### config.mk
export PLATFORM = sky130hd
export DESIGN_NAME = remote_packet_sniff_and_decode
export DESIGN_NICKNAME = d
export VERILOG_FILES = /design/src/rtl/rpsd_pkg.sv /design/src/rtl/remote_packet_sniff_and_decode.sv /design/src/rtl/rpsd_frame.sv /design/src/rtl/rpsd_decide.sv
export SDC_FILE = /design/constraint.sdc
export NUM_CORES = 1
export LEC_CHECK = 0
export BUFFER_PORTS_ARGS = -buffer_cell sky130_fd_sc_hd__buf_2
export CORE_MARGIN = 2
export CORE_UTILIZATION = 50
export DETAILED_ROUTE_END_ITERATION = 6
export PLACE_DENSITY = 0.79
export SYNTH_ARGS = -nofsm -noshare
export SYNTH_HDL_FRONTEND = slang
export SYNTH_HIERARCHICAL = 1
export SYNTH_SLANG_ARGS = --single-unit
### constraint.sdc
create_clock -name clk -period 6.7 [get_ports clk]
set_input_delay 1.34 -clock clk [delete_from_list [all_inputs] [get_ports clk]]
set_output_delay 1.34 -clock clk [all_outputs]
set_load 0.005 [all_outputs]
### src/rtl/rpsd_pkg.sv
// shared constants and types for the remote packet sniffer and decoder
package rpsd_pkg;

  // packet buffering limits
  localparam int MAX_PACKET_BYTES = 32;
  localparam int POS_W            = $clog2(MAX_PACKET_BYTES + 1);

  // configuration register indexes
  localparam logic [1:0] CFG_LISTEN_ENABLE = 2'd0;
  localparam logic [1:0] CFG_DEBOUNCE_MS   = 2'd1;
  localparam logic [1:0] CFG_DUP_ACTION    = 2'd2;

  // configuration reset values
  localparam logic [15:0] DEBOUNCE_RESET   = 16'd500;
  localparam logic [7:0]  DUP_ACTION_RESET = 8'd5;

  // sync word searched for while learning
  localparam logic [7:0] SYNC0 = 8'hC0;
  localparam logic [7:0] SYNC1 = 8'h11;
  localparam logic [7:0] SYNC2 = 8'h00;
  localparam logic [7:0] SYNC3 = 8'h05;

  // frame markers
  localparam logic [7:0] MARK_STD  = 8'h86;
  localparam logic [7:0] MARK_JOIN = 8'h08;
  localparam logic [7:0] MARK_DUP  = 8'hC8;
  localparam logic [7:0] DUP_HDR0  = 8'h12;
  localparam logic [7:0] DUP_HDR1  = 8'h80;
  localparam logic [7:0] DUP_HDR2  = 8'h0D;
  localparam logic [7:0] FILL_BYTE = 8'hFF;

  // bytes kept behind the current one for the sync search
  localparam int HIST_LEN = 10;

  // packet positions held in registers for decoding
  localparam int NUM_FIX = 11;
  localparam logic [POS_W-1:0] FIX_POS [NUM_FIX] = '{
    POS_W'(0), POS_W'(1), POS_W'(2), POS_W'(4), POS_W'(5), POS_W'(6),
    POS_W'(7), POS_W'(8), POS_W'(16), POS_W'(17), POS_W'(18)
  };
  localparam int FX_B0  = 0;
  localparam int FX_B1  = 1;
  localparam int FX_B2  = 2;
  localparam int FX_B4  = 3;
  localparam int FX_B5  = 4;
  localparam int FX_B6  = 5;
  localparam int FX_B7  = 6;
  localparam int FX_B8  = 7;
  localparam int FX_B16 = 8;
  localparam int FX_B17 = 9;
  localparam int FX_B18 = 10;

  // result codes
  localparam logic       RESULT_CAPTURE = 1'b0;
  localparam logic       RESULT_COMMAND = 1'b1;
  localparam logic [1:0] FRAME_STD      = 2'd0;
  localparam logic [1:0] FRAME_JOIN     = 2'd1;
  localparam logic [1:0] FRAME_DUP      = 2'd2;
  localparam logic [7:0] LAST_ACTION_RESET = 8'hFF;

  // view of the packet as it stands after the current byte
  typedef struct packed {
    logic [POS_W-1:0]         len;
    logic [NUM_FIX-1:0][7:0]  fix;
    logic [7:0]               act_std;
    logic [7:0]               act_join;
    logic                     learn_hit;
    logic [31:0]              learn_code;
  } frame_view_t;

  // one result item
  typedef struct packed {
    logic        kind;
    logic [1:0]  frame;
    logic [7:0]  action;
    logic [31:0] code;
  } result_t;

endpackage

### src/rtl/remote_packet_sniff_and_decode.sv
// top level: input register, configuration registers, packet logic and result register
// a final byte's result is held first in the input register and then in the result register
// throughput: one byte per cycle; stalls only when the result register is held by out_ready low
// the whole packet is judged by compare logic on the final byte, the bytes being tracked as they pass
// reset: synchronous active-low rst_n clears pipeline valids, learning state and the
// configuration registers (listening off, 500 ms debounce, duplicate action 5)
module remote_packet_sniff_and_decode import rpsd_pkg::*; (
  input  logic        clk,
  input  logic        rst_n,
  input  logic        in_valid,
  output logic        in_ready,
  input  logic [7:0]  in_byte_value,
  input  logic        in_last_byte,
  input  logic [31:0] in_now_ms,
  output logic        out_valid,
  input  logic        out_ready,
  output logic        out_result_kind,
  output logic [1:0]  out_frame_kind,
  output logic [7:0]  out_action_value,
  output logic [31:0] out_remote_code,
  input  logic        cfg_valid,
  output logic        cfg_ready,
  input  logic [1:0]  cfg_index,
  input  logic [15:0] cfg_data
);

  logic        listen_r;
  logic [15:0] debounce_r;
  logic [7:0]  dup_action_r;

  logic        s1_valid_r;
  logic [7:0]  s1_byte_r;
  logic        s1_last_r;
  logic [31:0] s1_now_r;

  logic        out_valid_r;
  result_t     out_r;

  logic        advance;
  logic        step;
  logic        cfg_xfer;
  logic        cfg_stop;
  frame_view_t view;
  logic        res_valid;
  result_t     res;

  // pipeline flow
  assign advance  = !out_valid_r || out_ready;
  assign step     = s1_valid_r && advance;
  assign in_ready = !s1_valid_r || advance;

  // configuration writes
  assign cfg_ready = 1'b1;
  assign cfg_xfer  = cfg_valid && cfg_ready;
  assign cfg_stop  = cfg_xfer && (cfg_index == CFG_LISTEN_ENABLE) && !cfg_data[0];

  always_ff @(posedge clk) begin
    if (!rst_n) begin
      listen_r     <= 1'b0;
      debounce_r   <= DEBOUNCE_RESET;
      dup_action_r <= DUP_ACTION_RESET;
    end else if (cfg_xfer) begin
      unique case (cfg_index)
        CFG_LISTEN_ENABLE: listen_r     <= cfg_data[0];
        CFG_DEBOUNCE_MS:   debounce_r   <= cfg_data;
        CFG_DUP_ACTION:    dup_action_r <= cfg_data[7:0];
        default: ;
      endcase
    end
  end

  // input register
  always_ff @(posedge clk) begin
    if (!rst_n) begin
      s1_valid_r <= 1'b0;
    end else if (in_valid && in_ready) begin
      s1_valid_r <= 1'b1;
    end else if (advance) begin
      s1_valid_r <= 1'b0;
    end
  end

  always_ff @(posedge clk) begin
    if (in_valid && in_ready) begin
      s1_byte_r <= in_byte_value;
      s1_last_r <= in_last_byte;
      s1_now_r  <= in_now_ms;
    end
  end

  // byte tracking
  rpsd_frame u_frame (
    .clk        (clk),
    .rst_n      (rst_n),
    .step       (step),
    .byte_value (s1_byte_r),
    .last_byte  (s1_last_r),
    .listen     (listen_r),
    .cfg_stop   (cfg_stop),
    .view       (view)
  );

  // packet judgment
  rpsd_decide u_decide (
    .clk         (clk),
    .rst_n       (rst_n),
    .step        (step),
    .last_byte   (s1_last_r),
    .now_ms      (s1_now_r),
    .listen      (listen_r),
    .cfg_stop    (cfg_stop),
    .debounce_ms (debounce_r),
    .dup_action  (dup_action_r),
    .view        (view),
    .res_valid   (res_valid),
    .res         (res)
  );

  // result register
  always_ff @(posedge clk) begin
    if (!rst_n) begin
      out_valid_r <= 1'b0;
    end else if (advance) begin
      out_valid_r <= step && res_valid;
    end
  end

  always_ff @(posedge clk) begin
    if (step && res_valid) begin
      out_r <= res;
    end
  end

  assign out_valid        = out_valid_r;
  assign out_result_kind  = out_r.kind;
  assign out_frame_kind   = out_r.frame;
  assign out_action_value = out_r.action;
  assign out_remote_code  = out_r.code;

endmodule

### src/rtl/rpsd_frame.sv
// per-packet byte tracking: position, fixed bytes, sync search and action bytes
module rpsd_frame import rpsd_pkg::*; (
  input  logic        clk,
  input  logic        rst_n,
  input  logic        step,
  input  logic [7:0]  byte_value,
  input  logic        last_byte,
  input  logic        listen,
  input  logic        cfg_stop,
  output frame_view_t view
);

  logic [POS_W-1:0] pos_r;
  logic             done_r;
  logic             found_r;
  logic [31:0]      cand_r;
  logic [7:0]       hist_r [HIST_LEN];
  logic [7:0]       fix_r  [NUM_FIX];
  logic [7:0]       act_lo_r;
  logic [7:0]       act_hi_r;

  logic [POS_W-1:0] pos_eff;
  logic             stored;
  logic [POS_W-1:0] len;
  logic             found_eff;
  logic             hit;
  logic [31:0]      new_code;
  logic [7:0]       b0_cur;
  logic [7:0]       pos8;
  logic             lo_hit;
  logic             hi_hit;

  // position of this byte within its packet
  assign pos_eff   = done_r ? '0 : pos_r;
  assign stored    = (pos_eff < POS_W'(MAX_PACKET_BYTES));
  assign len       = stored ? pos_eff + POS_W'(1) : pos_eff;
  assign found_eff = done_r ? 1'b0 : found_r;
  assign pos8      = 8'(pos_eff);

  // sync word starting eight bytes back, with code bytes around it
  assign hit = stored && (pos_eff >= POS_W'(HIST_LEN)) &&
               (hist_r[7] == SYNC0) && (hist_r[6] == SYNC1) &&
               (hist_r[5] == SYNC2) && (hist_r[4] == SYNC3);
  assign new_code = {hist_r[9], hist_r[8], hist_r[0], byte_value};

  // action bytes sit at length byte minus one and at the length byte
  assign b0_cur = (stored && pos_eff == '0) ? byte_value : fix_r[FX_B0];
  assign lo_hit = stored && (b0_cur != 8'd0) && (pos8 == b0_cur - 8'd1);
  assign hi_hit = stored && (pos8 == b0_cur);

  // packet view with the current byte bypassed in
  always_comb begin
    view.len        = len;
    view.learn_hit  = found_eff || hit;
    view.learn_code = found_eff ? cand_r : new_code;
    view.act_std    = (b0_cur == 8'd0) ? 8'd0 : (lo_hit ? byte_value : act_lo_r);
    view.act_join   = hi_hit ? byte_value : act_hi_r;
    for (int k = 0; k < NUM_FIX; k++) begin
      if (FIX_POS[k] < len) begin
        view.fix[k] = (stored && pos_eff == FIX_POS[k]) ? byte_value : fix_r[k];
      end else begin
        view.fix[k] = 8'd0;
      end
    end
  end

  // control state
  always_ff @(posedge clk) begin
    if (!rst_n) begin
      pos_r   <= '0;
      done_r  <= 1'b0;
      found_r <= 1'b0;
    end else if (cfg_stop) begin
      pos_r  <= '0;
      done_r <= 1'b1;
    end else if (step) begin
      if (!listen) begin
        pos_r  <= '0;
        done_r <= 1'b1;
      end else begin
        pos_r   <= len;
        done_r  <= last_byte;
        found_r <= found_eff || hit;
      end
    end
  end

  // packet data
  always_ff @(posedge clk) begin
    if (step && listen && !cfg_stop) begin
      if (!found_eff && hit) begin
        cand_r <= new_code;
      end
      if (stored) begin
        hist_r[0] <= byte_value;
        for (int k = 1; k < HIST_LEN; k++) begin
          hist_r[k] <= hist_r[k-1];
        end
        for (int k = 0; k < NUM_FIX; k++) begin
          if (pos_eff == FIX_POS[k]) begin
            fix_r[k] <= byte_value;
          end
        end
        if (lo_hit) begin
          act_lo_r <= byte_value;
        end
        if (hi_hit) begin
          act_hi_r <= byte_value;
        end
      end
    end
  end

endmodule

### src/rtl/rpsd_decide.sv
// final-byte judgment: code learning, frame decoding and debounce
module rpsd_decide import rpsd_pkg::*; (
  input  logic        clk,
  input  logic        rst_n,
  input  logic        step,
  input  logic        last_byte,
  input  logic [31:0] now_ms,
  input  logic        listen,
  input  logic        cfg_stop,
  input  logic [15:0] debounce_ms,
  input  logic [7:0]  dup_action,
  input  frame_view_t view,
  output logic        res_valid,
  output result_t     res
);

  logic        capture_r;
  logic [31:0] code_r;
  logic [7:0]  last_action_r;
  logic [31:0] last_time_r;

  logic [8:0]  expect_len;
  logic        len_ok;
  logic        head;
  logic        std_hit;
  logic        join_hit;
  logic        dup_hit;
  logic        found;
  logic [1:0]  frame_sel;
  logic [7:0]  act_sel;
  logic [31:0] elapsed;
  logic        bounced;
  logic        dec_ok;
  logic        judge;

  // length byte check
  assign expect_len = {1'b0, view.fix[FX_B0]} + 9'd4;
  assign len_ok     = (expect_len <= 9'(MAX_PACKET_BYTES)) && (expect_len <= 9'(view.len));

  // frame matches, later ones win
  assign head = (view.fix[FX_B4] == FILL_BYTE) && (view.fix[FX_B5] == FILL_BYTE) &&
                (view.fix[FX_B6] == code_r[15:8]) && (view.fix[FX_B7] == code_r[7:0]);
  assign std_hit  = head && (view.fix[FX_B8] == MARK_STD);
  assign join_hit = head && (view.fix[FX_B8] == MARK_JOIN);
  assign dup_hit  = (view.fix[FX_B0] == DUP_HDR0) && (view.fix[FX_B1] == DUP_HDR1) &&
                    (view.fix[FX_B2] == DUP_HDR2) &&
                    (view.fix[FX_B4] == FILL_BYTE) && (view.fix[FX_B5] == FILL_BYTE) &&
                    (view.fix[FX_B16] == code_r[15:8]) &&
                    (view.fix[FX_B17] == code_r[7:0]) &&
                    (view.fix[FX_B18] == MARK_DUP);
  assign found = std_hit || join_hit || dup_hit;

  always_comb begin
    frame_sel = FRAME_STD;
    act_sel   = view.act_std;
    if (join_hit) begin
      frame_sel = FRAME_JOIN;
      act_sel   = view.act_join;
    end
    if (dup_hit) begin
      frame_sel = FRAME_DUP;
      act_sel   = dup_action;
    end
  end

  // repeated action inside the debounce window is dropped
  assign elapsed = now_ms - last_time_r;
  assign bounced = (act_sel == last_action_r) && (elapsed < {16'd0, debounce_ms});
  assign dec_ok  = len_ok && found && !bounced;

  // result on the final byte of a packet
  assign judge     = step && listen && last_byte;
  assign res_valid = judge && (capture_r ? dec_ok : view.learn_hit);

  always_comb begin
    if (capture_r) begin
      res.kind   = RESULT_COMMAND;
      res.frame  = frame_sel;
      res.action = act_sel;
      res.code   = code_r;
    end else begin
      res.kind   = RESULT_CAPTURE;
      res.frame  = FRAME_STD;
      res.action = 8'd0;
      res.code   = view.learn_code;
    end
  end

  // learned code and debounce history
  always_ff @(posedge clk) begin
    if (!rst_n) begin
      capture_r     <= 1'b0;
      code_r        <= '0;
      last_action_r <= LAST_ACTION_RESET;
      last_time_r   <= '0;
    end else if (cfg_stop) begin
      capture_r <= 1'b0;
    end else if (step && !listen) begin
      capture_r <= 1'b0;
    end else if (res_valid) begin
      if (capture_r) begin
        last_action_r <= act_sel;
        last_time_r   <= now_ms;
      end else begin
        capture_r <= 1'b1;
        code_r    <= view.learn_code;
      end
    end
  end

endmodule

==> flow_metrics.env <==
export IMPL_seqCellArea_um2=11200
export IMPL_syn_inst=1945
export IMPL_crit_required_ns=7.13
export IMPL_clock_sinks=408
export IMPL_initial_core_util=0.508
export IMPL_cts_root_buf="clkbuf_16"
export IMPL_skew_ns=0.0516
export IMPL_synth_edf_count=300
export IMPL_first_iter_violations=1522
export IMPL_cts_buffer_depth=3
export IMPL_yosys_area_share_simple=0.160
export IMPL_cap_violations=0
export IMPL_finalSetupViolations=0
export IMPL_synthXorXnorAreaFrac=0.0327
export IMPL_hpwl_um=34500
export IMPL_pin_count=110
export IMPL_finalHoldViolCount=0
export IMPL_synth_compound_area_frac=0.0951
export IMPL_cts_tree="done"
export IMPL_first_global_vias=14800
export IMPL_drive_gt1_frac=0.158
export IMPL_seqPwrFrac=0.494
export IMPL_row_count=74
export IMPL_htreeDepth=2
export IMPL_critPathKind="reg2reg"
export IMPL_p_leak_nw=8.44
export IMPL_multi_input_area_um2=8880
export IMPL_crit_fanout=26
export IMPL_slowest_delay_ns=0.62
export IMPL_synth_area_per_cell_um2=10.7
export IMPL_irDropWorstVdd_v=0.000184
export IMPL_drc=0
export IMPL_drtPass1Iterations=6
export IMPL_ys_ff_latch=408
export IMPL_crit_top_cell="a21oi_1"
export IMPL_place_congestion=0.935
export IMPL_gr_total_overflow=0
export IMPL_start_kind="flip-flop"
export IMPL_final_cell_mix="edfxtp_1, nand2_1, nor2_1, a21oi_1, dfxtp_1"
export IMPL_maxSlewHeadroom=0.199
export IMPL_finalSetupTns_ns=0
export IMPL_synth_ff_type="edfxtp_1"
export IMPL_fp_dieW_um=208
export IMPL_io_buffers=108
export IMPL_clockPowerShare=0.429
export IMPL_antenna_left=0
export IMPL_routed_wl_um=50000
export IMPL_antenna_found_initial=1
export IMPL_worstHoldStart="u_frame/hist_r[1][0]"
export IMPL_via_per_inst=5.84
export IMPL_hp_class="reg2reg"
export IMPL_grt_usage=0.228
export IMPL_core_region_area_um2=41000
export IMPL_ys_async_sr_fraction=0
export IMPL_period_share=0.904
export IMPL_cp_startpoint="u_frame/done_r"
export IMPL_ys_types=87
export IMPL_drv_slew=0
export IMPL_netSwitchingFraction=0.234
export IMPL_num_vias=15100
export IMPL_nets=2147
export IMPL_cp_arrival_ns=6.49
export IMPL_final_common_cell="edfxtp_1"
export IMPL_hold_buffers=0
export IMPL_yosysWarningCount=6
export IMPL_min_period_ns=6.06
export IMPL_fmax_ghz=0.165
export IMPL_status="completed"
export IMPL_synth_mux_area_frac=0.0983
export IMPL_syn_nets=2071
export IMPL_syn_area_um2=20800
export IMPL_wl_per_cell_um=19.3
export IMPL_numCtsBuffers=42
export IMPL_area_growth_pct=11.9
export IMPL_synth_top_family_by_area="simple AND/OR/NAND/NOR gates"
export IMPL_slowest_stage="a21oi_1"
export IMPL_final_cells=2588
export IMPL_clk_latency_ns=0.60
export IMPL_crit_chain="nor2b_1 -> inv_1 -> ha_1 -> inv_1 -> nor2_1 -> a21oi_1 -> buf_4 -> a21oi_1 -> a21oi_1 -> a21oi_1 -> xor2_1 -> nor4_1 -> nand2_1 -> nor4_2 -> buf_4 -> mux2i_1 -> mux2i_1 -> a21oi_1 -> nor4_1 -> a31oi_4 -> buf_12 -> mux2i_1"
export IMPL_dp_cells=2509
export IMPL_chipHeight_um=208
export IMPL_tightest_slew_ns=1.20
export IMPL_rsz0062_at_grt="no"
export IMPL_grt_pass1_wl_um=78900
export IMPL_grt_max_degree=97
export IMPL_yosys_area_share_adder=0.0376
export IMPL_clkTransAtPathRegs_ns=0.06
export IMPL_combPwrFrac=0.077
export IMPL_fillCellCount=3417
export IMPL_switchingPower_w=0.00131
export IMPL_endpoint_kind="flip-flop"
export IMPL_power_density_nw_per_um2=241
export IMPL_p_int_w=0.00430
export IMPL_dieArea_um2=43300
export IMPL_synth_seq_area_share=0.536
export IMPL_rr_startpoint="u_frame/done_r"
-- cell type report --
class / instances / area share
multi-input cells: 1340 / 0.381
clock buffers: 56 / 0.0500
clock inverters: 22 / 0.0125
inverters: 91 / 0.0147
diodes: 1 / 0.000107
flip-flops and latches: 408 / 0.479
repair buffers: 138 / 0.0340
well taps: 532 / 0.0286
-- worst max-delay path, delay by kind of cell, from the launching register on --
family / cells / cell delay (ns)
AO/OA/AOI/OAI: 6 / 1.59
XOR/XNOR: 1 / 0.19
adder cells (fa/ha/maj): 1 / 0.34
buffers and inverters: 5 / 1.02
flip-flops: 1 / 0.44
multiplexers: 3 / 0.70
AND/OR/NAND/NOR: 6 / 1.57
-- per-stage QoR --
| step | setup WS [ns] | hold WS (ns) | power [W] | util | instance area [um2] |
|---|---|---|---|---|---|
| final | 0.645 | 0.418 | 0.00561 | 0.568 | 23300 |
| after global routing | 0.0401 | 0.423 | 0.00580 | 0.568 | 23300 |
| after CTS | 0.555 | 0.419 | 0.00566 | 0.568 | 23300 |
| after detailed placement | 0.641 | 0.405 | 0.00325 | 0.533 | 21800 |
| after global placement | 0.829 | 0.402 | 0.00324 | 0.533 | 21800 |
| after floorplan | 0.515 | 0.400 | 0.00311 | - | 20800 |
-- power groups by stage --
stage | Clock (W) | Sequential (W) | Combinational, W
floorplan | 0 | 0.00281 | 0.000299
global placement | 0 | 0.00282 | 0.000413
detailed placement | 0 | 0.00282 | 0.000423
CTS | 0.00246 | 0.00277 | 0.000426
global route | 0.00255 | 0.00277 | 0.000475
finish | 0.00241 | 0.00277 | 0.000431
-- logic make-up after synthesis --
group,count (synthesis)
flip-flops,408
buffers and inverters,197
other,1
AO/OA/AOI/OAI,312
XOR/XNOR,76
multiplexers,185
adder cells (fa/ha/maj),62
AND/OR/NAND/NOR,704
-- Yosys cell counts (20+ instances only) --
cell type / count / share of area
edfxtp_1: 300 / 0.43
nand2_1: 286 / 0.052
nor2_1: 165 / 0.030
a21oi_1: 137 / 0.033
dfxtp_1: 108 / 0.10
inv_1: 90 / 0.016
mux2i_1: 89 / 0.043
clkbuf_1: 74 / 0.013
mux2_2: 71 / 0.038
nand3_1: 63 / 0.015
ha_1: 61 / 0.037
xnor2_1: 54 / 0.023
nand4_1: 38 / 0.011
a21boi_0: 34 / 0.012
o21ai_0: 33 / 0.0079
nand2b_1: 22 / 0.0066
xor2_1: 21 / 0.0088
nor3_1: 20 / 0.0048
nor4_1: 20 / 0.0060
-- final timing paths --
kind                                   end  slack (ns)  cells after the start
setup / recovery  u_decide/last_time_r[20]        0.64                     22
hold / removal        u_frame/hist_r[2][0]        0.42                      0
setup reg to reg  u_decide/last_time_r[20]        0.64                     22
hold reg to reg       u_frame/hist_r[2][0]        0.42                      0
-- per-layer routing --
metal	vias up	part of all wire	GRT usage	wire (um)
met2	615	0.45	0.355	22700
met4	0	0.028	0.0764	1380
met3	108	0.083	0.0442	4170
li1	7125	-	-	-
met5	-	0	0	0
met1	7272	0.43	0.321	21700
-- state kept, by name, indices dropped and copies added (netlist names), 16 cells and up --
name	cells
out_remote_code	32
s1_now_r	32
u_frame/fix_r	88
u_decide/last_time_r	32
u_decide/code_r	32
debounce_r	16
u_frame/hist_r	80
u_frame/cand_r	32
-- repair_timing --
action	4_1_cts	5_1_grt
gates resized for setup	0	1
setup endpoints to repair	0	77
endpoints found under the hold margin	0	0
setup buffers	0	0
Power figures use the tool's default switching activity.
